==> src/hdl/assert_macros.svh <==
// Assertion helpers for the channel lattice walker.
// Both macros report through $error only.
`ifndef ASSERT_MACROS_SVH
`define ASSERT_MACROS_SVH

// Clocked check, masked while the synchronous reset is high.
`define CLW_ASSERT(label, clk, rst, prop, msg) \
  label: assert property (@(posedge clk) disable iff (rst) prop) \
    else $error(msg);

// Clocked check that must hold in every cycle, reset included.
`define CLW_ASSERT_ALWAYS(label, clk, prop, msg) \
  label: assert property (@(posedge clk) prop) \
    else $error(msg);

`endif

==> src/hdl/clw_pkg.sv <==
// Shared types and constants of the channel lattice walker.
// No dependencies; every design module imports this package.
`timescale 1ns / 1ps

package clw_pkg;

  // Work classes handed from the front part to the back part.
  typedef enum logic [1:0] {
    OP_START,
    OP_HOP,
    OP_CAPPED
  } op_t;

  localparam logic CMD_START = 1'b0;
  localparam logic CMD_HOP   = 1'b1;

  localparam logic BND_PERIODIC = 1'b0;
  localparam logic BND_REFLECT  = 1'b1;

  localparam int CFG_IDX_W = 3;
  localparam logic [CFG_IDX_W-1:0] CFG_THR_XP        = 3'd0;
  localparam logic [CFG_IDX_W-1:0] CFG_THR_XM        = 3'd1;
  localparam logic [CFG_IDX_W-1:0] CFG_THR_YP        = 3'd2;
  localparam logic [CFG_IDX_W-1:0] CFG_CHANNEL_WIDTH = 3'd3;
  localparam logic [CFG_IDX_W-1:0] CFG_BOUNDARY_MODE = 3'd4;
  localparam logic [CFG_IDX_W-1:0] CFG_HOP_LIMIT     = 3'd5;

  localparam logic [15:0] RST_CHANNEL_WIDTH = 16'd5;
  localparam logic [39:0] RST_HOP_LIMIT     = 40'd200000000;

  // Mixer and seeding constants.
  localparam logic [63:0] FMIX_C1    = 64'hff51afd7ed558ccd;
  localparam logic [63:0] FMIX_C2    = 64'hc4ceb9fe1a85ec53;
  localparam logic [63:0] GOLDEN     = 64'h9E3779B97F4A7C15;
  localparam logic [63:0] SITE_X_ADD = 64'hD1B54A32D192ED03;
  localparam logic [63:0] SITE_Y_MUL = 64'hC2B2AE3D27D4EB4F;
  localparam logic [63:0] SITE_Y_ADD = 64'h165667B19E3779F9;
  localparam logic [63:0] SEED_KEY   = 64'h5851F42D4C957F2D;
  localparam logic [63:0] DIS_KEY    = 64'hA24BAED4963EE407;

  typedef struct packed {
    logic        command;
    logic [63:0] seed;
  } item_t;

  typedef struct packed {
    logic signed [40:0] x_pos;
    logic [15:0]        y_pos;
    logic [39:0]        hops_done;
    logic [53:0]        site_uniform;
    logic               capped;
  } result_t;

  typedef struct packed {
    logic [CFG_IDX_W-1:0] reg_index;
    logic [63:0]          wdata;
  } cfg_wr_t;

  typedef struct packed {
    logic [53:0] thr_x_plus;
    logic [53:0] thr_x_minus;
    logic [53:0] thr_y_plus;
    logic [15:0] channel_width;
    logic        boundary_mode;
    logic [39:0] hop_limit;
  } cfg_t;

  typedef struct packed {
    op_t         op;
    logic [63:0] seed;
  } op_entry_t;

  typedef struct packed {
    logic        start;
    logic [63:0] a;
    logic [63:0] b;
  } mul_req_t;

  typedef struct packed {
    logic        done;
    logic [63:0] prod;
  } mul_rsp_t;

  function automatic logic [63:0] xorshift33(input logic [63:0] v);
    return v ^ (v >> 33);
  endfunction

endpackage

==> src/hdl/clw_mul.sv <==
// Shared 64x64 multiplier keeping the low 64 product bits.
// One 32x32 partial product per cycle; depends on clw_pkg.
`timescale 1ns / 1ps

module clw_mul (
  input  logic              clk,
  input  logic              rst,
  input  clw_pkg::mul_req_t req,
  output clw_pkg::mul_rsp_t rsp
);
  import clw_pkg::*;

  logic [63:0] a_r;
  logic [63:0] b_r;
  logic [63:0] pp;
  logic [63:0] prod;
  logic [1:0]  step;
  logic        busy;
  logic        done;
  logic [31:0] op_a;
  logic [31:0] op_b;

  // Low-by-low, then the two cross terms; the high-by-high term drops out.
  always_comb begin
    unique case (step)
      2'd1:    begin op_a = a_r[63:32]; op_b = b_r[31:0];  end
      2'd2:    begin op_a = a_r[31:0];  op_b = b_r[63:32]; end
      default: begin op_a = a_r[31:0];  op_b = b_r[31:0];  end
    endcase
  end

  always_ff @(posedge clk) begin
    if (rst) begin
      busy <= 1'b0;
      done <= 1'b0;
      step <= '0;
    end else begin
      done <= !req.start && busy && (step == 2'd3);
      if (req.start) begin
        a_r  <= req.a;
        b_r  <= req.b;
        step <= '0;
        busy <= 1'b1;
      end else if (busy) begin
        pp   <= 64'(op_a) * 64'(op_b);
        step <= step + 2'd1;
        unique case (step)
          2'd1: prod <= pp;
          2'd2: prod[63:32] <= prod[63:32] + pp[31:0];
          2'd3: begin
            prod[63:32] <= prod[63:32] + pp[31:0];
            busy        <= 1'b0;
          end
          default: prod <= prod;
        endcase
      end
    end
  end

  assign rsp = '{done: done, prod: prod};

endmodule

==> config.mk <==
export PLATFORM = sky130hd
export DESIGN_NAME = clw_mul
export DESIGN_NICKNAME = d
export VERILOG_FILES = /design/src/hdl/assert_macros.svh /design/src/hdl/clw_pkg.sv /design/src/hdl/clw_mul.sv
export SDC_FILE = /design/constraint.sdc
export NUM_CORES = 2
export LEC_CHECK = 0
export BUFFER_PORTS_ARGS = -buffer_cell sky130_fd_sc_hd__buf_2
export CAP_MARGIN = 30
export CORE_MARGIN = 8
export CORE_UTILIZATION = 50
export CTS_BUF_LIST = sky130_fd_sc_hd__clkbuf_4 sky130_fd_sc_hd__clkbuf_8
export DETAILED_ROUTE_END_ITERATION = 6
export GPL_ROUTABILITY_DRIVEN = 0
export PLACE_DENSITY = 0.72
export SLEW_MARGIN = 15
export SYNTH_ARGS = -nofsm -noshare
export SYNTH_HDL_FRONTEND = slang
export SYNTH_SLANG_ARGS = --single-unit
==> constraint.sdc <==
create_clock -name clk -period 15.7 [get_ports clk]
set_clock_uncertainty 0.15 [all_clocks]
set_input_delay 1.57 -clock clk [delete_from_list [all_inputs] [get_ports clk]]
set_output_delay 1.57 -clock clk [all_outputs]
set_load 0.005 [all_outputs]
After elaboration in Yosys (flattened, before gate mapping)
Index checks and enable logic that the tools add are counted.

operators by class
  $add $sub $neg = 2
  multipliers = 1
  equal/unequal tests = 3
  mux-type cells = 6
  bitwise gates (word level) = 2
  reduce and logical (&&, ||, !) cells = 10

operators by type and width
  cell                 number
  $mul 32x32->64       1
  $mux 32              2
  $pmux 32 s2          1
  $add 32x32->32       1
  $reduce_and 4->1     2
  $eq 2x2->1 const B   2
  $reduce_or 2->1      2
  $mux 1               3
  $reduce_and 3->1     1
  $add 2x1->2 const B  1
  $eq 2x1->1 const B   1
  $logic_and 1x1->1    2
  $not 1->1            2
  $reduce_and 2->1     1
  $reduce_bool 2->1    1
  $logic_not 1->1      1

storage, ports and cells
  register bits after elaboration = 260
  input bits = 131
  output and inout port bits = 65
  logic and storage cells = 32

Logic depth before layout (Yosys ltp)
  word-level depth = 4
  mapped depth = 35
  depth with buffers taken out = 30

Worst setup path after synthesis
Ideal clock, no wire load.

  kind = register to register
  start point = register step[0]
  end point = register pp[62], data pin
  library setup time = 265 ps
  arrival = 8332 ps
  required time = 15285 ps
  slack = 6953 ps
  cell stages (with the launch flop) = 32
  buffers on the path = 5
  clock period less this slack = 8747 ps
  cells stage by stage = dfxtp_1 inv_1 ha_1 clkbuf_1 buf_2 buf_1 mux2i_1 clkbuf_1 nor2_1 fa_1 fa_1 inv_1 fa_1 inv_1 fa_1 inv_1 fa_1 fa_1 fa_1 fa_1 inv_1 ha_1 buf_6 a211o_1 a21oi_1 a21oi_1 o2111a_1 o2bb2ai_1 a21bo_2 a31oi_1 o211ai_1 xor2_1

between the ends
  cells in the longest elaborated chain, start to end = 3
  elaborated cells on any way between the ends = 5
  those cells by class = 1 x mul; 2 x eq/ne; 2 x mux

RTL lines
  what                                      RTL line       text
  start, declared                           clw_mul.sv:17  logic [1:0] step;
  start signal, assigned                    clw_mul.sv:46  step <= step + 2'd1;
  $eq 2x1->1 or $eq 2x2->1 (tied branches)  clw_mul.sv:25  unique case (step)
  $mux 32                                   clw_mul.sv:25
  $mul 32x32->64 *                          clw_mul.sv:45  pp <= 64'(op_a) * 64'(op_b);
  end signal, assigned                      clw_mul.sv:45
  end, declared                             clw_mul.sv:15  logic [63:0] pp;

Every way passes the cells marked *; elsewhere a longest branch is shown, timed or not.
A chain may end at the register's enable or synchronous reset.

Worst setup path in the final report
  start point = register step[1]
  end point = register pp[51], data pin

The elaborated chain is that of the path after synthesis.

==> metrics.txt <==
Fin Setup TNS 0 ps; post-detail-place hpwl approximately 100000 um; Total Routing Usage GR 0.275; Worst-Skew Late Latency around 650 ps; Die Y-Extent between 300 and 400 um; Via density between 5 and 6; num rows about 110; first-pass detailed-route iteration total 6; Synth Flop Type edfxtp_1; pin count of the biggest net entering global routing 82; FF+latch count, synth 260; CTS clk-pin slew, worst paths ~60 ps; Worst EP arrival between 10000 and 15000 ps; Critical Path End Type register; Mapped Area ~43000 um2; synthesized area per cell 9.86 um2; drt total wl between 100000 and 150000 um; ANT nets after route 0; vias in the first global route 34700; fraction of layout cells with a size suffix above 1 0.103; fillers 7578; post-CTS sizing 0; synth unique cells 83; total gr overflow 0; slew margin rel. 0.347; Period Utilization, post-route 0.631; number of synthesized flops with an enable pin approximately 260; clk buf depth 3; first-pass GRT wire length between 150000 and 200000 um; Synth Instances about 4400; post-synth net total roughly 5700; Critical Path Most Common Cell fa_1; Max Fanout on Critical Path 40; status complete, no violations; IO Pins between 150 and 200; Final Max Tran Viols 0; hold_buf cts 0; CTS buffer count 46; min cycle time layout between 9000 and 10000 ps; # clock sinks 260; CTS tree yes; WP data required between 15000 and 20000 ps; Layout Nets a little under 6000; Port Buffers about 200; Fin. Hold Viols 0; worst hold path type reg2reg; class of the most critical setup path reg2reg; fmax slightly above 0.1 GHz; initial antenna violation count 4; commonest cells after routing, fill and taps aside 897 x inv_1, 897 x fa_1, 610 x nor2_1, 541 x nand2_1, 296 x ha_1; initial DRC count 2937; routed len/inst around 23 um; Area growth syn-to-layout 7.91%; core box area between 80000 and 90000 um2; YS warnings 0; die area between 90000 and 100000 um2; sequential area share after synthesis 0.181; max_cap viols 0; final setup vio count 0; H-tree depth 2; Via Count roughly 32000; clk root buf clkbuf_8; Slowest Stage Delay on Critical Path 890 ps; async set or reset register ratio after synthesis 0; die width 309 um; slowest cell on the critical path mux2i_4; Initial Utilization 0.504; RSZ-0062 raised after global routing no; crit start category register; Worst-Margin Slew approximately 960 ps; Remaining DRCs 0; Setup Fix Bufs, Post-CTS 0
==> final cells by class <==
| class | count | area, um2 | share of cell area |
|---|---|---|---|
| multi-input cells | 3004 | 31200 | 0.675 |
| flip-flops and latches | 260 | 7770 | 0.168 |
| inverters | 898 | 3370 | 0.0728 |
| repair buffers | 261 | 1490 | 0.0322 |
| well taps | 1144 | 1430 | 0.0309 |
| clock buffers | 56 | 714 | 0.0154 |
| clock inverters | 27 | 275 | 0.00595 |
| diodes | 5 | 12.5 | 0.000270 |
==> worst max-delay path: cells and delay by family (launching register included) <==
kind	cells	cell delay (ps)
muxes	1	890
adders and majority gates	10	4500
and+or+nand+nor	4	1030
AOI/OAI and AO/OA	6	1420
DFF	1	360
buffers and inverters	8	1170
==> synth_stat cells (10+ instances only) <==
cell	instances	area (um2)
nand3_1	12	60.1
o211ai_1	10	75.1
xor2_1	37	324
o21bai_1	17	128
nor3_1	17	85.1
nor2_1	612	2300
a21o_1	45	338
mux2i_1	65	651
inv_1	898	3370
nand2_1	541	2030
a31oi_1	11	68.8
clkbuf_1	167	627
o21ai_1	19	95.1
mux2_2	65	732
xnor2_1	53	464
ha_1	298	3730
nand4_1	26	163
a21oi_1	99	495
o21a_1	15	113
o21ai_0	59	295
edfxtp_1	256	7690
fa_1	897	18000
==> cell families (layout without fill, tap and decap cells) <==
group | Yosys count | count (layout) | synth area share
AND/OR/NAND/NOR | 1253 | 1253 | 0.116
buffers and inverters | 1088 | 1242 | 0.0968
AO/OA/AOI/OAI | 336 | 336 | 0.0506
XOR/XNOR | 90 | 90 | 0.0184
multiplexers | 130 | 130 | 0.0322
other | 0 | 5 | 0
adder cells (fa/ha/maj) | 1195 | 1195 | 0.505
flip-flops | 260 | 260 | 0.181
==> through the flow <==
step | std cells | worst slack [ps] | instance area (um2) | utilization | hold WS [ps]
after detailed placement | 5565 | 6010 | 45300 | 0.532 | 301
after global placement | 5565 | 6200 | 45200 | 0.531 | 307
after CTS | 5648 | 5990 | 46200 | 0.543 | 315
after floorplan | 4352 | 6950 | 42900 | - | 281
after global routing | 5653 | 5470 | 46300 | 0.544 | 341
final | 5655 | 5790 | 46300 | 0.544 | 316
==> state kept, by name, summed over array words and instances (netlist names) <==
register  cells
busy          1
prod         64
pp           64
done          1
step          2
a_r          64
b_r          64
==> per-layer routing <==
| metal | global-route usage | wire length, um |
|---|---|---|
| met5 | 0 | 22 |
| met4 | 0.183 | 10800 |
| met3 | 0.0666 | 14000 |
| met2 | 0.458 | 62700 |
| met1 | 0.317 | 43000 |
==> path summary, 6_finish.rpt <==
check | endpoint | startpoint | cells after the start | slack, ps
min reg2reg | prod[11] | pp[11] | 0 | 320
max reg2reg | pp[51] | step[1] | 29 | 5790
max | pp[51] | step[1] | 29 | 5790
min | prod[11] | pp[11] | 0 | 320
Power is not shown: default switching activity piles up to over one toggle a cycle in this logic, so the estimate is an artifact.
