File: src/hdl/assert_macros.svh
// Assertion helpers for the channel lattice walker.
// Both macros report through $error only.
`ifndef ASSERT_MACROS_SVH
`define ASSERT_MACROS_SVH

// Clocked check, masked while the synchronous reset is high.
`define CLW_ASSERT(label, clk, rst, prop, msg) \
  label: assert property (@(posedge clk) disable iff (rst) prop) \
    else $error(msg);

// Clocked check that must hold in every cycle, reset included.
`define CLW_ASSERT_ALWAYS(label, clk, prop, msg) \
  label: assert property (@(posedge clk) prop) \
    else $error(msg);

`endif

File: src/hdl/clw_pkg.sv
// Shared types and constants of the channel lattice walker.
// No dependencies; every design module imports this package.
`timescale 1ns / 1ps

package clw_pkg;

  // Work classes handed from the front part to the back part.
  typedef enum logic [1:0] {
    OP_START,
    OP_HOP,
    OP_CAPPED
  } op_t;

  localparam logic CMD_START = 1'b0;
  localparam logic CMD_HOP   = 1'b1;

  localparam logic BND_PERIODIC = 1'b0;
  localparam logic BND_REFLECT  = 1'b1;

  localparam int CFG_IDX_W = 3;
  localparam logic [CFG_IDX_W-1:0] CFG_THR_XP        = 3'd0;
  localparam logic [CFG_IDX_W-1:0] CFG_THR_XM        = 3'd1;
  localparam logic [CFG_IDX_W-1:0] CFG_THR_YP        = 3'd2;
  localparam logic [CFG_IDX_W-1:0] CFG_CHANNEL_WIDTH = 3'd3;
  localparam logic [CFG_IDX_W-1:0] CFG_BOUNDARY_MODE = 3'd4;
  localparam logic [CFG_IDX_W-1:0] CFG_HOP_LIMIT     = 3'd5;

  localparam logic [15:0] RST_CHANNEL_WIDTH = 16'd5;
  localparam logic [39:0] RST_HOP_LIMIT     = 40'd200000000;

  // Mixer and seeding constants.
  localparam logic [63:0] FMIX_C1    = 64'hff51afd7ed558ccd;
  localparam logic [63:0] FMIX_C2    = 64'hc4ceb9fe1a85ec53;
  localparam logic [63:0] GOLDEN     = 64'h9E3779B97F4A7C15;
  localparam logic [63:0] SITE_X_ADD = 64'hD1B54A32D192ED03;
  localparam logic [63:0] SITE_Y_MUL = 64'hC2B2AE3D27D4EB4F;
  localparam logic [63:0] SITE_Y_ADD = 64'h165667B19E3779F9;
  localparam logic [63:0] SEED_KEY   = 64'h5851F42D4C957F2D;
  localparam logic [63:0] DIS_KEY    = 64'hA24BAED4963EE407;

  typedef struct packed {
    logic        command;
    logic [63:0] seed;
  } item_t;

  typedef struct packed {
    logic signed [40:0] x_pos;
    logic [15:0]        y_pos;
    logic [39:0]        hops_done;
    logic [53:0]        site_uniform;
    logic               capped;
  } result_t;

  typedef struct packed {
    logic [CFG_IDX_W-1:0] reg_index;
    logic [63:0]          wdata;
  } cfg_wr_t;

  typedef struct packed {
    logic [53:0] thr_x_plus;
    logic [53:0] thr_x_minus;
    logic [53:0] thr_y_plus;
    logic [15:0] channel_width;
    logic        boundary_mode;
    logic [39:0] hop_limit;
  } cfg_t;

  typedef struct packed {
    op_t         op;
    logic [63:0] seed;
  } op_entry_t;

  typedef struct packed {
    logic        start;
    logic [63:0] a;
    logic [63:0] b;
  } mul_req_t;

  typedef struct packed {
    logic        done;
    logic [63:0] prod;
  } mul_rsp_t;

  function automatic logic [63:0] xorshift33(input logic [63:0] v);
    return v ^ (v >> 33);
  endfunction

endpackage

File: src/hdl/clw_queue.sv
// Short register queue between the front and back parts.
// Depends on clw_pkg for the entry type.
`timescale 1ns / 1ps

module clw_queue #(
  parameter int DEPTH = 2
) (
  input  logic               clk,
  input  logic               rst,
  input  logic               push,
  input  clw_pkg::op_entry_t wr_entry,
  output logic               full,
  input  logic               pop,
  output clw_pkg::op_entry_t rd_entry,
  output logic               empty
);
  import clw_pkg::*;

  localparam int PTR_W = (DEPTH > 1) ? $clog2(DEPTH) : 1;
  localparam int CNT_W = $clog2(DEPTH + 1);

  op_entry_t        entries [DEPTH];
  logic [PTR_W-1:0] wr_ptr;
  logic [PTR_W-1:0] rd_ptr;
  logic [CNT_W-1:0] count;

  assign full     = (count == CNT_W'(DEPTH));
  assign empty    = (count == '0);
  assign rd_entry = entries[rd_ptr];

  always_ff @(posedge clk) begin
    if (push) begin
      entries[wr_ptr] <= wr_entry;
    end
  end

  always_ff @(posedge clk) begin
    if (rst) begin
      wr_ptr <= '0;
      rd_ptr <= '0;
      count  <= '0;
    end else begin
      if (push) begin
        wr_ptr <= (wr_ptr == PTR_W'(DEPTH - 1)) ? '0 : wr_ptr + 1'b1;
      end
      if (pop) begin
        rd_ptr <= (rd_ptr == PTR_W'(DEPTH - 1)) ? '0 : rd_ptr + 1'b1;
      end
      if (push && !pop) begin
        count <= count + 1'b1;
      end else if (pop && !push) begin
        count <= count - 1'b1;
      end
    end
  end

endmodule

File: config.mk
export PLATFORM = sky130hd
export DESIGN_NAME = clw_queue
export DESIGN_NICKNAME = d
export VERILOG_FILES = /design/src/hdl/assert_macros.svh /design/src/hdl/clw_pkg.sv /design/src/hdl/clw_queue.sv
export SDC_FILE = /design/constraint.sdc
export NUM_CORES = 1
export LEC_CHECK = 0
export BUFFER_PORTS_ARGS = -buffer_cell sky130_fd_sc_hd__buf_2
export CAP_MARGIN = 0
export CORE_MARGIN = 2
export CORE_UTILIZATION = 47
export CTS_CLUSTER_SIZE = 40
export DETAILED_ROUTE_END_ITERATION = 8
export HOLD_SLACK_MARGIN = 0.15
export PLACE_DENSITY = 0.76
export SKIP_LAST_GASP = 1
export SLEW_MARGIN = 15
export SYNTH_ARGS = -nofsm -noshare
export SYNTH_HDL_FRONTEND = slang
export SYNTH_SLANG_ARGS = --single-unit
File: constraint.sdc
create_clock -name clk -period 3.45 [get_ports clk]
set_input_delay 0.1725 -clock clk [delete_from_list [all_inputs] [get_ports clk]]
set_output_delay 0.1725 -clock clk [all_outputs]
set_load 0.01 [all_outputs]
-- Yosys cells after proc, flatten, opt, wreduce, memory -nomap -nowiden
Memories as Yosys holds them, arrays and structs flattened. A register that Yosys moved wholly into a read port is not among the register bits.
Index checks and enable logic that the tools add are counted.
- add/subtract/negate cells: 4
- eq/ne operators: 1
- muxes and demuxes: 8
- reductions and logical operators: 6
- operators with widths (operator ; count):
    $mux W1 ; 6
    $mux W2 ; 2
    $add A1 B1 Y1 const B ; 2
    $add A2 B1 Y2 const B ; 1
    $eq A2 B2 Y1 const B ; 1
    $logic_and A1 B1 Y1 ; 2
    $logic_not A1 Y1 ; 2
    $logic_not A2 Y1 ; 1
    $reduce_bool A2 Y1 ; 1
    $sub A2 B1 Y2 const B ; 1
- register bits: 4
- memory bits (writable): 132
- input bits: 70
- word-level logic and storage cells: 23
- memories kept: 1
- memory list (name ; words ; bits a word ; read ports ; clocked after Yosys merged registers in ; write ports ; line ; text):
    entries ; 2 ; 66 ; 1 ; 1 ; 1 ; clw_queue.sv:22 ; op_entry_t entries [DEPTH];

-- Depth between registers and ports, before layout
- depth in word-level cells: 4
- depth in mapped cells: 5
- gate-level depth less buffers: 5

-- Worst setup path after synthesis
OpenSTA, ideal clock, no wires.
- kind: reg2reg
- from: reg wr_ptr
- to: mem entries[0][0] (netlist name), enable pin
- setup time: 498 ps
- arrival: 3261 ps
- required time: 2952 ps
- setup slack: -309 ps
- stages on the path, launching flop included: 2
- buffers on the path: 0
- cell sequence: dfxtp_1 > nor2b_1
- RTL lines (item ; line ; text):
    from (decl) ; clw_queue.sv:23 ; logic [PTR_W-1:0] wr_ptr;
    from (signal assigned) ; clw_queue.sv:44 ; wr_ptr <= (wr_ptr == PTR_W'(DEPTH - 1)) ? '0 : wr_ptr + 1'b1;
    to (decl) ; clw_queue.sv:22 ;
No word-level cell before the write port.

==> flow_summary.json <==
{
  "status": "finished, final reports clean",
  "grt_pass1_vias": 2858,
  "relSlewSlack": 0.4095,
  "maxCapViolations": 0,
  "grt_use_met1": 0.1971,
  "muxShareOfSynthArea": 0.1493,
  "nFillCells": 674,
  "end_kind": "output pin",
  "setup_tns_ns": 0,
  "port_buffers": 137,
  "drive_gt1_frac": 0.5174,
  "ant_nets": 0,
  "place_congestion": 0.7180,
  "multi_input_area_um2": 857.1,
  "seq_area_frac_synth": 0.8165,
  "initial_utilization": 0.4821,
  "synthDistinctLibCells": 17,
  "cp_slowest_cell": "dfxtp_2",
  "ys_ff_latch": 137,
  "worst_pin_slew_ns": 0.8858,
  "grt_overflow": 0,
  "min_period_over_period": 0.6541,
  "rsz0062_at_grt": "no",
  "via_per_inst": 4.688,
  "cts.clk_slew.worst_paths_ns": 0.06,
  "grt_max_degree": 67,
  "die_area_um2": 11430,
  "worstPathRequired_ns": 3.28,
  "n_antenna_cell": 0,
  "hold_violations": 0,
  "drv_slew": 0,
  "fp-row-count": 37,
  "met2_usage": 0.2743,
  "setup_viol": 0,
  "coreArea_um2": 10320,
  "finalCriticalPeriod_ns": 2.257,
  "fmax_mhz": 443.2,
  "num_vias": 2794,
  "cts.sinks": 137,
  "netlist_area_um2": 4977,
  "cpPeakStageDelay_ns": 0.71,
  "antenna_found_initial": 0,
  "dpl-instance-area_um2": 5822,
  "rr_startpoint": "wr_ptr",
  "drc_errors": 0,
  "cp.arrival_ns": 2.08,
  "grt_usage": 0.1621,
  "die_w_um": 106.9,
  "cts_buffers": 17,
  "seq_area_um2": 4065,
  "cts_setup_buffers": 0,
  "h-tree-depth": 4,
  "cts_root_buf": "clkbuf_8",
  "power_uw": 4005,
  "grtUsageMet3": 0.05167,
  "start_kind": "flop",
  "synth_fa_ha_area_frac": 0.002514,
  "hold_class": "input pin to flop",
  "stdcell_area_um2": 7039,
  "wirelength_um": 9112,
  "busiest_layer": "met2",
  "synth_top_family_by_area": "multiplexers",
  "syn_nets": 298,
  "first_pass_iters": 7,
  "p_per_area_nw_per_um2": 569.0,
  "avgSynthCellArea_um2": 21.93,
  "wire_per_inst_um": 15.29,
  "p_leak_uw": 0.002679,
  "finalNetCount": 518,
  "dpl.hpwl_um": 5322,
  "clk_latency_ns": 0.50,
  "area_delta_synth_final_pct": 41.43,
  "cts_tree": "done",
  "ir_worst_vdd_mv": 0.3439,
  "min_from": "wr_entry[58]",
  "synthSimpleGateAreaFrac": 0.009301,
  "syn_inst": 227,
  "crit_path_max_fanout": 43,
  "dieHeight_um": 106.9,
  "synth_warnings": 0,
  "synth-compound-area-share": 0.002011,
  "cp_cell_sequence": "buf_12 > mux2_2 > buf_2",
  "clock_path_buffers": 2,
  "fin_skew_ns": 0.008646,
  "drt_iter0_drc": 137,
  "io_pins": 138,
  "synth-xor-area-share": 0.007039,
  "grt_pass1_wl_um": 13650,
  "worstSetupPathType": "flop to output pin"
}
## where the power goes
group | internal [uW] | total (uW) | leakage (uW) | switching (uW)
logic | 240 | 452 | 0.00115 | 212
clock network | 941 | 1580 | 0.000247 | 634
registers | 1940 | 1980 | 0.00128 | 36.4
total | 3120 | 4010 | 0.00268 | 883
## synth_stat cells
cell        n  area share
and2b_2     1      0.0018
a21oi_1     1      0.0010
buf_4       1      0.0015
o21ai_0     1      0.0010
edfxtp_1  132        0.80
buf_6       4      0.0090
ha_1        1      0.0025
buf_2       2      0.0020
xor2_1      2      0.0035
nor2_1      5      0.0038
or3_1       1      0.0013
dfxtp_1     5       0.020
nor2b_1     1      0.0013
mux2_2     66        0.15
and2_1      1      0.0013
xnor2_1     2      0.0035
inv_1       1     0.00075
## placed cells by master (no fill, tap or decap)
master           n
mux2_2          66
inv_1            1
clkbuf_1         1
and2b_2          1
dlygate4sd3_1   69
clkbuf_8         1
clkbuf_16       16
nor2b_4          1
nor2_1           5
or3_1            1
bufinv_16        1
o21ai_0          1
a21oi_1          1
and2_4           1
clkinv_1         2
buf_2          137
clkinv_4         1
buf_12           2
xnor2_1          2
xor2_1           2
ha_1             1
dfxtp_1          4
dfxtp_2          1
clkinv_2         5
clkinvlp_4       5
edfxtp_1       132
## worst max-delay path: cells and delay by family (launching register included)
family	cells	cell delay, ns
muxes	1	0.38
DFF	1	0.71
buffers and inverters	2	0.48
## layer usage
metal,vias to the layer above,routed length (um)
met2,105,4592
met1,1343,3900
li1,1340,-
met3,6,553
met4,0,65
met5,-,0
## through the flow
step	utilization	hold WS [ns]	setup slack, ns	instances
2_1_floorplan	-	0.2416	0.9700	227
3_3_place_gp	0.5639	0.3594	1.710	495
3_5_place_dp	0.5639	0.3641	1.685	495
4_1_cts	0.6819	0.3619	1.153	596
5_1_grt	0.6819	0.3665	1.079	596
6_report	0.6819	0.3885	1.193	596
## state kept, by name, summed over array words and instances, names as in the netlist, named ones only
name and flops:
count 2, wr_ptr 1, entries 132, rd_ptr 1
## what timing repair did
action	in CTS	in global routing
hold endpoints to repair	137	0
hold buffers	69	0
gates resized for setup	0	0
## final timing paths
path	endpoint	slack, ns	depth (start not counted)
max	rd_entry[33]	1.19	3
min reg2reg	count[1]	0.51	2
max reg2reg	entries[0][63]	1.74	2
min	entries[1][58]	0.39	2
## cell type report
type                    count  area share
clock inverters            14     0.01546
well taps                 136     0.02417
clock buffers              18     0.05937
multi-input cells          82      0.1218
flip-flops and latches    137      0.5775
repair buffers            208      0.2012
inverters                   1   0.0005332
## kinds of logic (layout without fill, tap and decap cells)
kind of cell               after synthesis  in the layout
DFF                                    137            137
muxes                                   66             66
and+or+nand+nor                          9              9
buffers and inverters                    8            241
xor gates and xnor gates                 4              4
AOI/OAI and AO/OA                        2              2
adders and majority gates                1              1
(Power assumes the default switching activity.)
