===== src/hdl/assert_macros.svh =====
// Assertion helpers for the channel lattice walker.
// Both macros report through $error only.
`ifndef ASSERT_MACROS_SVH
`define ASSERT_MACROS_SVH

// Clocked check, masked while the synchronous reset is high.
`define CLW_ASSERT(label, clk, rst, prop, msg) \
  label: assert property (@(posedge clk) disable iff (rst) prop) \
    else $error(msg);

// Clocked check that must hold in every cycle, reset included.
`define CLW_ASSERT_ALWAYS(label, clk, prop, msg) \
  label: assert property (@(posedge clk) prop) \
    else $error(msg);

`endif


===== src/hdl/clw_pkg.sv =====
// Shared types and constants of the channel lattice walker.
// No dependencies; every design module imports this package.
`timescale 1ns / 1ps

package clw_pkg;

  // Work classes handed from the front part to the back part.
  typedef enum logic [1:0] {
    OP_START,
    OP_HOP,
    OP_CAPPED
  } op_t;

  localparam logic CMD_START = 1'b0;
  localparam logic CMD_HOP   = 1'b1;

  localparam logic BND_PERIODIC = 1'b0;
  localparam logic BND_REFLECT  = 1'b1;

  localparam int CFG_IDX_W = 3;
  localparam logic [CFG_IDX_W-1:0] CFG_THR_XP        = 3'd0;
  localparam logic [CFG_IDX_W-1:0] CFG_THR_XM        = 3'd1;
  localparam logic [CFG_IDX_W-1:0] CFG_THR_YP        = 3'd2;
  localparam logic [CFG_IDX_W-1:0] CFG_CHANNEL_WIDTH = 3'd3;
  localparam logic [CFG_IDX_W-1:0] CFG_BOUNDARY_MODE = 3'd4;
  localparam logic [CFG_IDX_W-1:0] CFG_HOP_LIMIT     = 3'd5;

  localparam logic [15:0] RST_CHANNEL_WIDTH = 16'd5;
  localparam logic [39:0] RST_HOP_LIMIT     = 40'd200000000;

  // Mixer and seeding constants.
  localparam logic [63:0] FMIX_C1    = 64'hff51afd7ed558ccd;
  localparam logic [63:0] FMIX_C2    = 64'hc4ceb9fe1a85ec53;
  localparam logic [63:0] GOLDEN     = 64'h9E3779B97F4A7C15;
  localparam logic [63:0] SITE_X_ADD = 64'hD1B54A32D192ED03;
  localparam logic [63:0] SITE_Y_MUL = 64'hC2B2AE3D27D4EB4F;
  localparam logic [63:0] SITE_Y_ADD = 64'h165667B19E3779F9;
  localparam logic [63:0] SEED_KEY   = 64'h5851F42D4C957F2D;
  localparam logic [63:0] DIS_KEY    = 64'hA24BAED4963EE407;

  typedef struct packed {
    logic        command;
    logic [63:0] seed;
  } item_t;

  typedef struct packed {
    logic signed [40:0] x_pos;
    logic [15:0]        y_pos;
    logic [39:0]        hops_done;
    logic [53:0]        site_uniform;
    logic               capped;
  } result_t;

  typedef struct packed {
    logic [CFG_IDX_W-1:0] reg_index;
    logic [63:0]          wdata;
  } cfg_wr_t;

  typedef struct packed {
    logic [53:0] thr_x_plus;
    logic [53:0] thr_x_minus;
    logic [53:0] thr_y_plus;
    logic [15:0] channel_width;
    logic        boundary_mode;
    logic [39:0] hop_limit;
  } cfg_t;

  typedef struct packed {
    op_t         op;
    logic [63:0] seed;
  } op_entry_t;

  typedef struct packed {
    logic        start;
    logic [63:0] a;
    logic [63:0] b;
  } mul_req_t;

  typedef struct packed {
    logic        done;
    logic [63:0] prod;
  } mul_rsp_t;

  function automatic logic [63:0] xorshift33(input logic [63:0] v);
    return v ^ (v >> 33);
  endfunction

endpackage


===== src/hdl/clw_chan_if.sv =====
// Valid/ready channel carrying one payload word per handshake.
// Payload type comes in as a type parameter; no other dependencies.
`timescale 1ns / 1ps

interface clw_chan_if #(
  parameter type payload_t = logic
);
  logic     valid;
  logic     ready;
  payload_t data;

  modport source (output valid, output data, input ready);
  modport sink   (input valid, input data, output ready);
endinterface


===== src/hdl/clw_back.sv =====
// Back part: seeding, xoshiro256++ draws, walker moves and site hashing.
// Depends on clw_pkg, clw_chan_if and a clw_mul instance in the top level.
`timescale 1ns / 1ps

module clw_back (
  input  logic               clk,
  input  logic               rst,
  input  clw_pkg::cfg_t      cfg,
  input  clw_pkg::op_entry_t q_entry,
  input  logic               q_empty,
  output logic               q_pop,
  output clw_pkg::mul_req_t  mul_req,
  input  clw_pkg::mul_rsp_t  mul_rsp,
  clw_chan_if.source         result
);
  import clw_pkg::*;

  typedef enum logic [3:0] {
    S_IDLE,
    S_FMIX0,
    S_FMIX1,
    S_FMIX2,
    S_DRAW0,
    S_DRAW1,
    S_MOVE0,
    S_MOVE1,
    S_SITE0,
    S_SITE_X,
    S_SITE1,
    S_SITE_Y,
    S_EMIT
  } state_t;

  // What to do with a finished mix.
  typedef enum logic [2:0] {
    PH_KEY,
    PH_WORD,
    PH_DIS,
    PH_SX,
    PH_SY
  } phase_t;

  state_t      state;
  phase_t      phase;
  logic [1:0]  wcnt;
  logic [63:0] acc;
  logic [63:0] kreg;
  logic [63:0] seed_r;
  logic [63:0] words [4];
  logic [63:0] key;
  logic [40:0] wx;
  logic [15:0] wy;
  logic [39:0] hops;
  logic        capped_r;
  logic [63:0] sum;
  logic [63:0] rnd;
  logic [53:0] u;
  logic [53:0] site;
  logic        res_valid;
  result_t     res_data;

  logic [63:0] fm_res;
  logic [63:0] t17;
  logic [63:0] n0, n1, n2, n3;
  logic [15:0] w_eff;
  logic [16:0] y_inc;
  logic [15:0] y_up;
  logic [15:0] y_dn;

  assign q_pop        = (state == S_IDLE) && !q_empty;
  assign result.valid = res_valid;
  assign result.data  = res_data;

  assign fm_res = xorshift33(mul_rsp.prod);

  // xoshiro256++ state advance.
  always_comb begin
    t17 = words[1] << 17;
    n2  = words[2] ^ words[0];
    n3  = words[3] ^ words[1];
    n1  = words[1] ^ n2;
    n0  = words[0] ^ n3;
  end

  // Transverse move candidates.
  always_comb begin
    w_eff = (cfg.channel_width == '0) ? 16'd1 : cfg.channel_width;
    y_inc = {1'b0, wy} + 17'd1;
    unique case (cfg.boundary_mode)
      BND_PERIODIC: begin
        y_up = (y_inc >= {1'b0, w_eff}) ? 16'd0 : y_inc[15:0];
        y_dn = (wy == '0) ? w_eff - 16'd1 : wy - 16'd1;
      end
      BND_REFLECT: begin
        y_up = (y_inc < {1'b0, w_eff}) ? y_inc[15:0] : wy;
        y_dn = (wy == '0) ? wy : wy - 16'd1;
      end
    endcase
  end

  always_ff @(posedge clk) begin
    if (rst) begin
      state       <= S_IDLE;
      phase       <= PH_KEY;
      wcnt        <= '0;
      words       <= '{default: '0};
      key         <= '0;
      wx          <= '0;
      wy          <= '0;
      hops        <= '0;
      capped_r    <= 1'b0;
      mul_req     <= '0;
      res_valid   <= 1'b0;
    end else begin
      // Pulse the multiplier start from every state that issues a product.
      mul_req.start <= (state == S_FMIX0) || (state == S_SITE0) || (state == S_SITE1) ||
                       ((state == S_FMIX1) && mul_rsp.done);
      if (res_valid && result.ready && (state != S_EMIT)) begin
        res_valid <= 1'b0;
      end
      unique case (state)
        S_IDLE: begin
          if (!q_empty) begin
            unique case (q_entry.op)
              OP_START: begin
                seed_r   <= q_entry.seed;
                acc      <= q_entry.seed ^ SEED_KEY;
                phase    <= PH_KEY;
                capped_r <= 1'b0;
                state    <= S_FMIX0;
              end
              OP_HOP: begin
                capped_r <= 1'b0;
                state    <= S_DRAW0;
              end
              OP_CAPPED: begin
                capped_r <= 1'b1;
                state    <= S_SITE0;
              end
              default: state <= S_IDLE;
            endcase
          end
        end
        S_FMIX0: begin
          mul_req.a <= xorshift33(acc);
          mul_req.b <= FMIX_C1;
          state     <= S_FMIX1;
        end
        S_FMIX1: begin
          if (mul_rsp.done) begin
            mul_req.a <= fm_res;
            mul_req.b <= FMIX_C2;
            state     <= S_FMIX2;
          end
        end
        S_FMIX2: begin
          if (mul_rsp.done) begin
            unique case (phase)
              PH_KEY: begin
                kreg  <= fm_res + GOLDEN;
                acc   <= fm_res + GOLDEN;
                wcnt  <= '0;
                phase <= PH_WORD;
                state <= S_FMIX0;
              end
              PH_WORD: begin
                // shift in so the first word lands in slot 0
                words[0] <= words[1];
                words[1] <= words[2];
                words[2] <= words[3];
                words[3] <= fm_res;
                if (wcnt == 2'd3) begin
                  acc   <= seed_r ^ DIS_KEY;
                  phase <= PH_DIS;
                end else begin
                  kreg <= kreg + GOLDEN;
                  acc  <= kreg + GOLDEN;
                  wcnt <= wcnt + 2'd1;
                end
                state <= S_FMIX0;
              end
              PH_DIS: begin
                key <= fm_res;
                if ((words[0] | words[1] | words[2] | words[3]) == '0) begin
                  words[0] <= 64'd1;
                end
                wx    <= '0;
                wy    <= '0;
                hops  <= '0;
                state <= S_SITE0;
              end
              PH_SX: begin
                acc   <= key ^ fm_res;
                state <= S_SITE1;
              end
              PH_SY: begin
                site  <= {1'b0, fm_res[63:11]} + 54'd1;
                state <= S_EMIT;
              end
              default: state <= S_IDLE;
            endcase
          end
        end
        S_DRAW0: begin
          sum   <= words[0] + words[3];
          state <= S_DRAW1;
        end
        S_DRAW1: begin
          rnd      <= {sum[40:0], sum[63:41]} + words[0];
          words[0] <= n0;
          words[1] <= n1;
          words[2] <= n2 ^ t17;
          words[3] <= {n3[18:0], n3[63:19]};
          state    <= S_MOVE0;
        end
        S_MOVE0: begin
          u     <= {1'b0, rnd[63:11]} + 54'd1;
          state <= S_MOVE1;
        end
        S_MOVE1: begin
          priority if (u < cfg.thr_x_plus) begin
            wx <= wx + 41'd1;
          end else if (u < cfg.thr_x_minus) begin
            wx <= wx - 41'd1;
          end else if (u < cfg.thr_y_plus) begin
            wy <= y_up;
          end else begin
            wy <= y_dn;
          end
          hops  <= hops + 40'd1;
          state <= S_SITE0;
        end
        S_SITE0: begin
          mul_req.a <= {{23{wx[40]}}, wx};
          mul_req.b <= GOLDEN;
          state     <= S_SITE_X;
        end
        S_SITE_X: begin
          if (mul_rsp.done) begin
            acc   <= mul_rsp.prod + SITE_X_ADD;
            phase <= PH_SX;
            state <= S_FMIX0;
          end
        end
        S_SITE1: begin
          mul_req.a <= {48'd0, wy};
          mul_req.b <= SITE_Y_MUL;
          state     <= S_SITE_Y;
        end
        S_SITE_Y: begin
          if (mul_rsp.done) begin
            acc   <= acc ^ (mul_rsp.prod + SITE_Y_ADD);
            phase <= PH_SY;
            state <= S_FMIX0;
          end
        end
        S_EMIT: begin
          if (!res_valid || result.ready) begin
            res_valid <= 1'b1;
            res_data  <= '{x_pos: $signed(wx), y_pos: wy, hops_done: hops,
                           site_uniform: site, capped: capped_r};
            state     <= S_IDLE;
          end
        end
        default: state <= S_IDLE;
      endcase
    end
  end

endmodule

===== src/flat_wrapper.sv =====
// flat-port wrapper written by rule: the top's interface ports become plain ports
module clw_back_flat import clw_pkg::*;
  (clk, rst, cfg, q_entry, q_empty, q_pop, mul_req, mul_rsp, result_valid, result_data, result_ready);
  clw_chan_if result_i ();
  input  logic clk;
  input  logic rst;
  input  clw_pkg::cfg_t cfg;
  input  clw_pkg::op_entry_t q_entry;
  input  logic q_empty;
  output logic q_pop;
  output clw_pkg::mul_req_t mul_req;
  input  clw_pkg::mul_rsp_t mul_rsp;
  output wire logic [$bits(result_i.valid)-1:0] result_valid;
  output wire logic [$bits(result_i.data)-1:0] result_data;
  input wire logic [$bits(result_i.ready)-1:0] result_ready;
  assign result_valid = result_i.valid;
  assign result_data = result_i.data;
  assign result_i.ready = result_ready;
  clw_back u_core (.clk(clk), .rst(rst), .cfg(cfg), .q_entry(q_entry), .q_empty(q_empty), .q_pop(q_pop), .mul_req(mul_req), .mul_rsp(mul_rsp), .result(result_i));
endmodule

===== config.mk =====
export PLATFORM = sky130hd
export DESIGN_NAME = clw_back_flat
export DESIGN_NICKNAME = d
export VERILOG_FILES = /design/src/hdl/assert_macros.svh /design/src/hdl/clw_pkg.sv /design/src/hdl/clw_chan_if.sv /design/src/hdl/clw_back.sv /design/src/flat_wrapper.sv
export SDC_FILE = /design/constraint.sdc
export NUM_CORES = 2
export LEC_CHECK = 0
export BUFFER_PORTS_ARGS = -buffer_cell sky130_fd_sc_hd__buf_2
export CORE_MARGIN = 2
export CORE_UTILIZATION = 50
export DETAILED_ROUTE_END_ITERATION = 8
export PLACE_DENSITY = 0.68
export REMOVE_ABC_BUFFERS = 1
export SYNTH_ARGS = -nofsm -noshare
export SYNTH_HDL_FRONTEND = slang
export SYNTH_SLANG_ARGS = --single-unit

===== constraint.sdc =====
create_clock -name clk -period 16.75 [get_ports clk]
set_input_delay 3.35 -clock clk [delete_from_list [all_inputs] [get_ports clk]]
set_output_delay 3.35 -clock clk [all_outputs]
set_load 0.005 [all_outputs]

=== After elaboration in Yosys (flattened, before gate mapping) ===
Index checks and enable logic that the tools add are counted.

* Flip-flop bits (word level): 892
* Bits in latches: 0
* Bits in writable memories: 0
* Memory bits (read-only): 0
* Input port bits: 354
* Output and inout port bits: 132
* Logic and storage cells: 197
* Memories kept: 0

* Add/sub/neg operators: 13
* Multipliers: 0
* Divide/modulo/power cells: 0
* Magnitude comparators: 5
* Equality and inequality tests: 41
* Shift operators: 0
* Mux-type cells: 57
* Bitwise operators: 17
* Reductions and logical operators: 42

{| class="wikitable"
|+ Operators with widths
! kind !! number
|-
| $mux 64 || 8
|-
| $pmux 128 s4 || 1
|-
| $pmux 256 s2 || 1
|-
| $xor 64x64->64 || 7
|-
| $mux 256 || 1
|-
| $pmux 64 s2 || 2
|-
| $pmux 64 s4 || 1
|-
| $add 64x64->64 const B || 3
|-
| $mux 192 || 1
|-
| $or 64x64->64 || 3
|-
| $pmux 64 s3 || 1
|-
| $mux 41 || 4
|-
| $lt 54x54->1 || 3
|-
| $mux 16 || 10
|-
| $add 64x64->64 || 2
|-
| $mux 128 || 1
|-
| $xor 64x31->64 || 2
|-
| $pmux 16 s2 || 3
|-
| $pmux 41 s2 || 1
|-
| $add 64x61->64 const B || 1
|-
| $logic_not 64->1 || 1
|-
| $add 53x1->54 const B || 1
|-
| $pmux 4 s12 || 1
|-
| $add 41x1->41 const B || 1
|-
| 50 further kinds || 115
|}

=== Depth between registers and ports, before layout ===
* Depth after elaboration: 9
* Mapped depth: 22
* Depth with buffers taken out: 21

=== Least setup slack after synthesis ===
Ideal clock, no wire load.

* Kind: input-to-reg
* From: in rst
* To: reg u_core.u[0] (enable)
* Arrival time: 8926 ps
* Data required time: 16151 ps
* Slack: 7225 ps
* Stages: 3
* Path buffers: 2
* Cells stage by stage: clkbuf_1 > clkbuf_1 > nor4_1

* Word-level cells in the longest chain between the ends: 2

{| class="wikitable"
|+ RTL lines
! item !! line !! text
|-
| start, declared || flat_wrapper.sv:6 || <nowiki>input logic rst;</nowiki>
|-
| $not 1->1 (no source line) || n/a ||
|-
| $reduce_and 2->1 (no source line) || n/a ||
|-
| end signal, assigned || clw_back.sv:217 || <nowiki>u <= {1'b0, rnd[63:11]} + 54'd1;</nowiki>
|-
| end, declared || clw_back.sv:57 || <nowiki>logic [53:0] u;</nowiki>
|}

Every way passes these cells.
A chain may end at the register's enable or synchronous reset.

=== Final worst setup path ===
* From: in cfg[208] (netlist name)
* To: reg u_core.wx[40]

* Word-level cells in the longest chain between the ends: 3

{| class="wikitable"
|+ RTL lines
! item !! line !! text
|-
| start, declared || flat_wrapper.sv:7 || <nowiki>input clw_pkg::cfg_t cfg;</nowiki>
|-
| $lt 54x54->1 * || clw_back.sv:221 || <nowiki>priority if (u < cfg.thr_x_plus) begin</nowiki>
|-
| $ne 3x1->1 (no source line) or $mux 41 (tied branches) || n/a ||
|-
| $reduce_and 4->1 (no source line) or $pmux 41 s2 (tied branches) || n/a ||
|-
| end signal, assigned || clw_back.sv:222 || <nowiki>wx <= wx + 41'd1;</nowiki>
|-
| end signal, assigned || clw_back.sv:224 || <nowiki>wx <= wx - 41'd1;</nowiki>
|-
| end, declared || clw_back.sv:51 || <nowiki>logic [40:0] wx;</nowiki>
|}

Every way passes the cells marked *; elsewhere a longest branch is shown, timed or not.

==> out/metrics.yaml <==
power_and_ir_drop:
  power_frac_clock_pct: 37.6
  swShare_pct: 34.0
  powerDensity_mw_per_mm2: 89.3
  p_seq_share_pct: 38.7
  leakage_nw: 27.0
  p_switching_mw: 2.10
  power_frac_comb_pct: 23.8
  peakVddDrop_mv: 0.116
  internal-power_mw: 4.08
synth:
  mappedNetlistArea_mm2: 0.0628
  synth_cell_types: 92
  seq_area_frac_synth_pct: 32.3
  synthXorXnorAreaFrac_pct: 10.4
  syn_inst: 7872
  yosys-top-cells-area: "edfxtp_1 (17%), dfxtp_1 (15%), ha_1 (7.0%)"
  synth_mux_area_share_pct: 1.99
  ys_ff_latch: 832
  synth_top_family_by_area: "compound AO/OA/AOI/OAI gates"
  synth_edf_count: 364
  synthAdderAreaFrac_pct: 7.10
  synth_top_area_share_pct: 17.4
  ys.flop_type: "dfxtp_1"
  avgSynthCellArea_um2: 7.97
  yosysMostFrequentCell: "nor2_1"
  synth_common_cells: "nor2_1 (824), nand2_1 (815), a21oi_1 (801)"
  async_reset_ff_share_pct: 0
  synth_top_area_cell: "edfxtp_1"
  synth_compound_area_share_pct: 24.1
  synthSimpleGateAreaFrac_pct: 18.3
  yosysWarningCount: 0
layout:
  nets: 8626
  area_growth_pct: 10.1
  instances_no_fill: 9668
  drive_gt1_share_pct: 10.6
  fillers: 11589
drt:
  drtAntennaViolNets: 0
  drt_wl_total_mm: 255
  drc_errors: 0
  drtPass1Iterations: 9
  viasPerCell: 6.54
  drt-initial-drc-count: 8946
  wl_per_cell_um: 26.4
  vias: 63198
place:
  dp_cells: 9464
  port_buffers: 443
  hpwlAfterDp_mm: 183
  gp_congestion: 1.01
floorplan:
  die_w_um: 358
  top_level_ports: 486
  initial_core_util_pct: 50.2
  die_area_mm2: 0.128
  rows: 130
  die_height_um: 358
  core_mm2: 0.125
clocking:
  cts.sinks: 832
  post_cts_buffers: 0
  clock_latency_ps: 730
  cts_buffers: 101
  holdBufCountCts: 0
  postCtsResizedCells: 0
  clk_path_buf_depth: 3
  htreeDepth: 3
  clock-root-buffer: "clkbuf_16"
  clk_pin_slew_ps: 60
  cts_tree: "yes"
worst_setup_path:
  cp.required_ps: 17370
  critPathLaunchType: "input pin"
  critPathCaptureType: "register"
  setup.worst_path.class: "input pin to register"
  critPathArrivalTime_ps: 9780
  cp_max_fo: 51
timing:
  rsz0062_at_grt: "no"
  clock_skew_ps: 49.0
  period_share_pct: 54.7
  finalSetupViolCount: 0
  period_needed_ps: 9160
  fmax_ghz: 0.109
  worstMarginPinSlew_ps: 1310
  slew_headroom_pct: 11.8
  setup_tns_ps: 0
  finalHoldViolations: 0
  slew_violations: 0
outcome:
  outcome: "completed"
global_routing:
  grt_max_degree: 236
  antenna_found_initial: 22
  grt-ovfl-total: 0
  track_usage_pct: 38.0
  grt_first_pass_wirelength_mm: 368
  grt_pass1_vias: 57129
run:
  cap_violations: 0
hold_path:
  hp-class: "register to register"
-- logic make-up (layout without fill, tap and decap cells) --
kind of cell,count (synthesis),count (layout)
AND/OR/NAND/NOR,2532,2532
AO/OA/AOI/OAI,2371,2371
buffers and inverters,922,1054
flip-flops,832,832
XOR/XNOR,740,740
adder cells (fa/ha/maj),355,355
multiplexers,119,119
other,1,15
-- power groups by stage --
stage	Clock, mW	Combinational, mW	Sequential (mW)
floorplan	0	0.773	2.39
global placement	0	1.39	2.42
detailed placement	0	1.41	2.42
CTS	2.33	1.42	2.38
global route	2.40	1.56	2.39
finish	2.32	1.47	2.39
-- critical path: stages --
cell       delay (ps)
buf_2              70
inv_1              30
ha_1              290
a21o_1            160
a21o_1            160
a21oi_1           150
o21ai_0           190
a2111oi_0         780
buf_4             240
o311ai_0          250
nand2_1           340
clkinv_1          100
buf_4             320
ha_1              430
a21o_1            160
a221oi_1          130
a221oi_1          500
nor2_1            170
o31ai_1           490
a41o_1            430
a31oi_1           140
o21ai_0           500
a21oi_1           140
o211a_1           230
-- flip-flops by register name, indices dropped and copies added, names as in the netlist --
signal               count
u_core.acc              64
u_core.wcnt              2
u_core.kreg             64
u_core.wy               16
u_core.result.valid      1
u_core.u                54
u_core.state             4
u_core.sum              64
u_core.result.data       1
u_core.rnd              53
u_core.wx               41
u_core.words           209
u_core.seed_r           64
u_core.key              64
u_core.t17              47
u_core.phase             3
u_core.mul_req          80
u_core.capped_r          1
-- path summary, 6_finish.rpt --
check	from	end	slack [ps]	cells after the start
hold / removal	u_core.capped_r	u_core.result.data	440	0
setup / recovery	cfg[208]	u_core.wx[40]	7590	24
hold reg to reg	u_core.capped_r	u_core.result.data	440	0
setup reg to reg	u_core.u[43]	u_core.wx[40]	9890	22
-- per-layer routing --
| metal | part of all wire (%) | up-vias | GRT usage, % |
|---|---|---|---|
| li1 | - | 28495 | - |
| met2 | 40 | 4076 | 53.8 |
| met1 | 39 | 29897 | 50.6 |
| met5 | 0.090 | - | 0.963 |
| met4 | 5.9 | 12 | 20.9 |
| met3 | 14 | 718 | 12.6 |
-- final cells by class --
cell class	instances	area, µm²	area share [%]
Sequential cell	832	20300	29.4
Clock buffer	150	2950	4.27
Inverter	305	1140	1.66
Timing Repair Buffer	558	3140	4.54
Multi-Input combinational cell	6119	39000	56.4
Antenna cell	13	32.5	0.0471
Tap cell	1650	2060	2.99
Clock inverter	41	477	0.690
-- cells in the final DEF (no fill, tap or decap), drive strengths merged, types with 45 or more instances in the layout --
| cell | Yosys | layout |
|---|---|---|
| a211oi | 68 | 68 |
| nor2 | 825 | 825 |
| nor4 | 103 | 103 |
| edfxtp | 364 | 364 |
| nand2 | 815 | 815 |
| mux2i | 72 | 72 |
| a221oi | 95 | 95 |
| or3 | 60 | 60 |
| a211o | 47 | 47 |
| a21o | 155 | 155 |
| buf | 126 | 558 |
| clkbuf | 491 | 150 |
| inv | 302 | 309 |
| a22oi | 162 | 162 |
| nand4 | 133 | 133 |
| o211ai | 113 | 113 |
| xor2 | 282 | 282 |
| nand2b | 67 | 67 |
| and3 | 47 | 47 |
| xnor2 | 458 | 458 |
| dfxtp | 468 | 468 |
| mux2 | 47 | 47 |
| a21oi | 802 | 802 |
| a222oi | 47 | 47 |
| o21bai | 45 | 45 |
| nor2b | 54 | 54 |
| o21ai | 489 | 489 |
| ha | 353 | 353 |
| nor3 | 157 | 157 |
| nand3 | 151 | 151 |
-- metrics by stage --
| step | setup slack, ps | area (µm²) | utilization [%] | hold WS (ps) | total power, mW |
|---|---|---|---|---|---|
| after floorplan | 4300 | 60200 | - | 409 | 3.16 |
| after global placement | 6750 | 65600 | 52.5 | 414 | 3.81 |
| after detailed placement | 6690 | 65600 | 52.5 | 430 | 3.83 |
| after CTS | 7410 | 69100 | 55.2 | 442 | 6.12 |
| after global routing | 7030 | 69100 | 55.2 | 469 | 6.35 |
| final | 7590 | 69100 | 55.2 | 441 | 6.17 |
No activity file was read; power rests on OpenSTA's default activity.
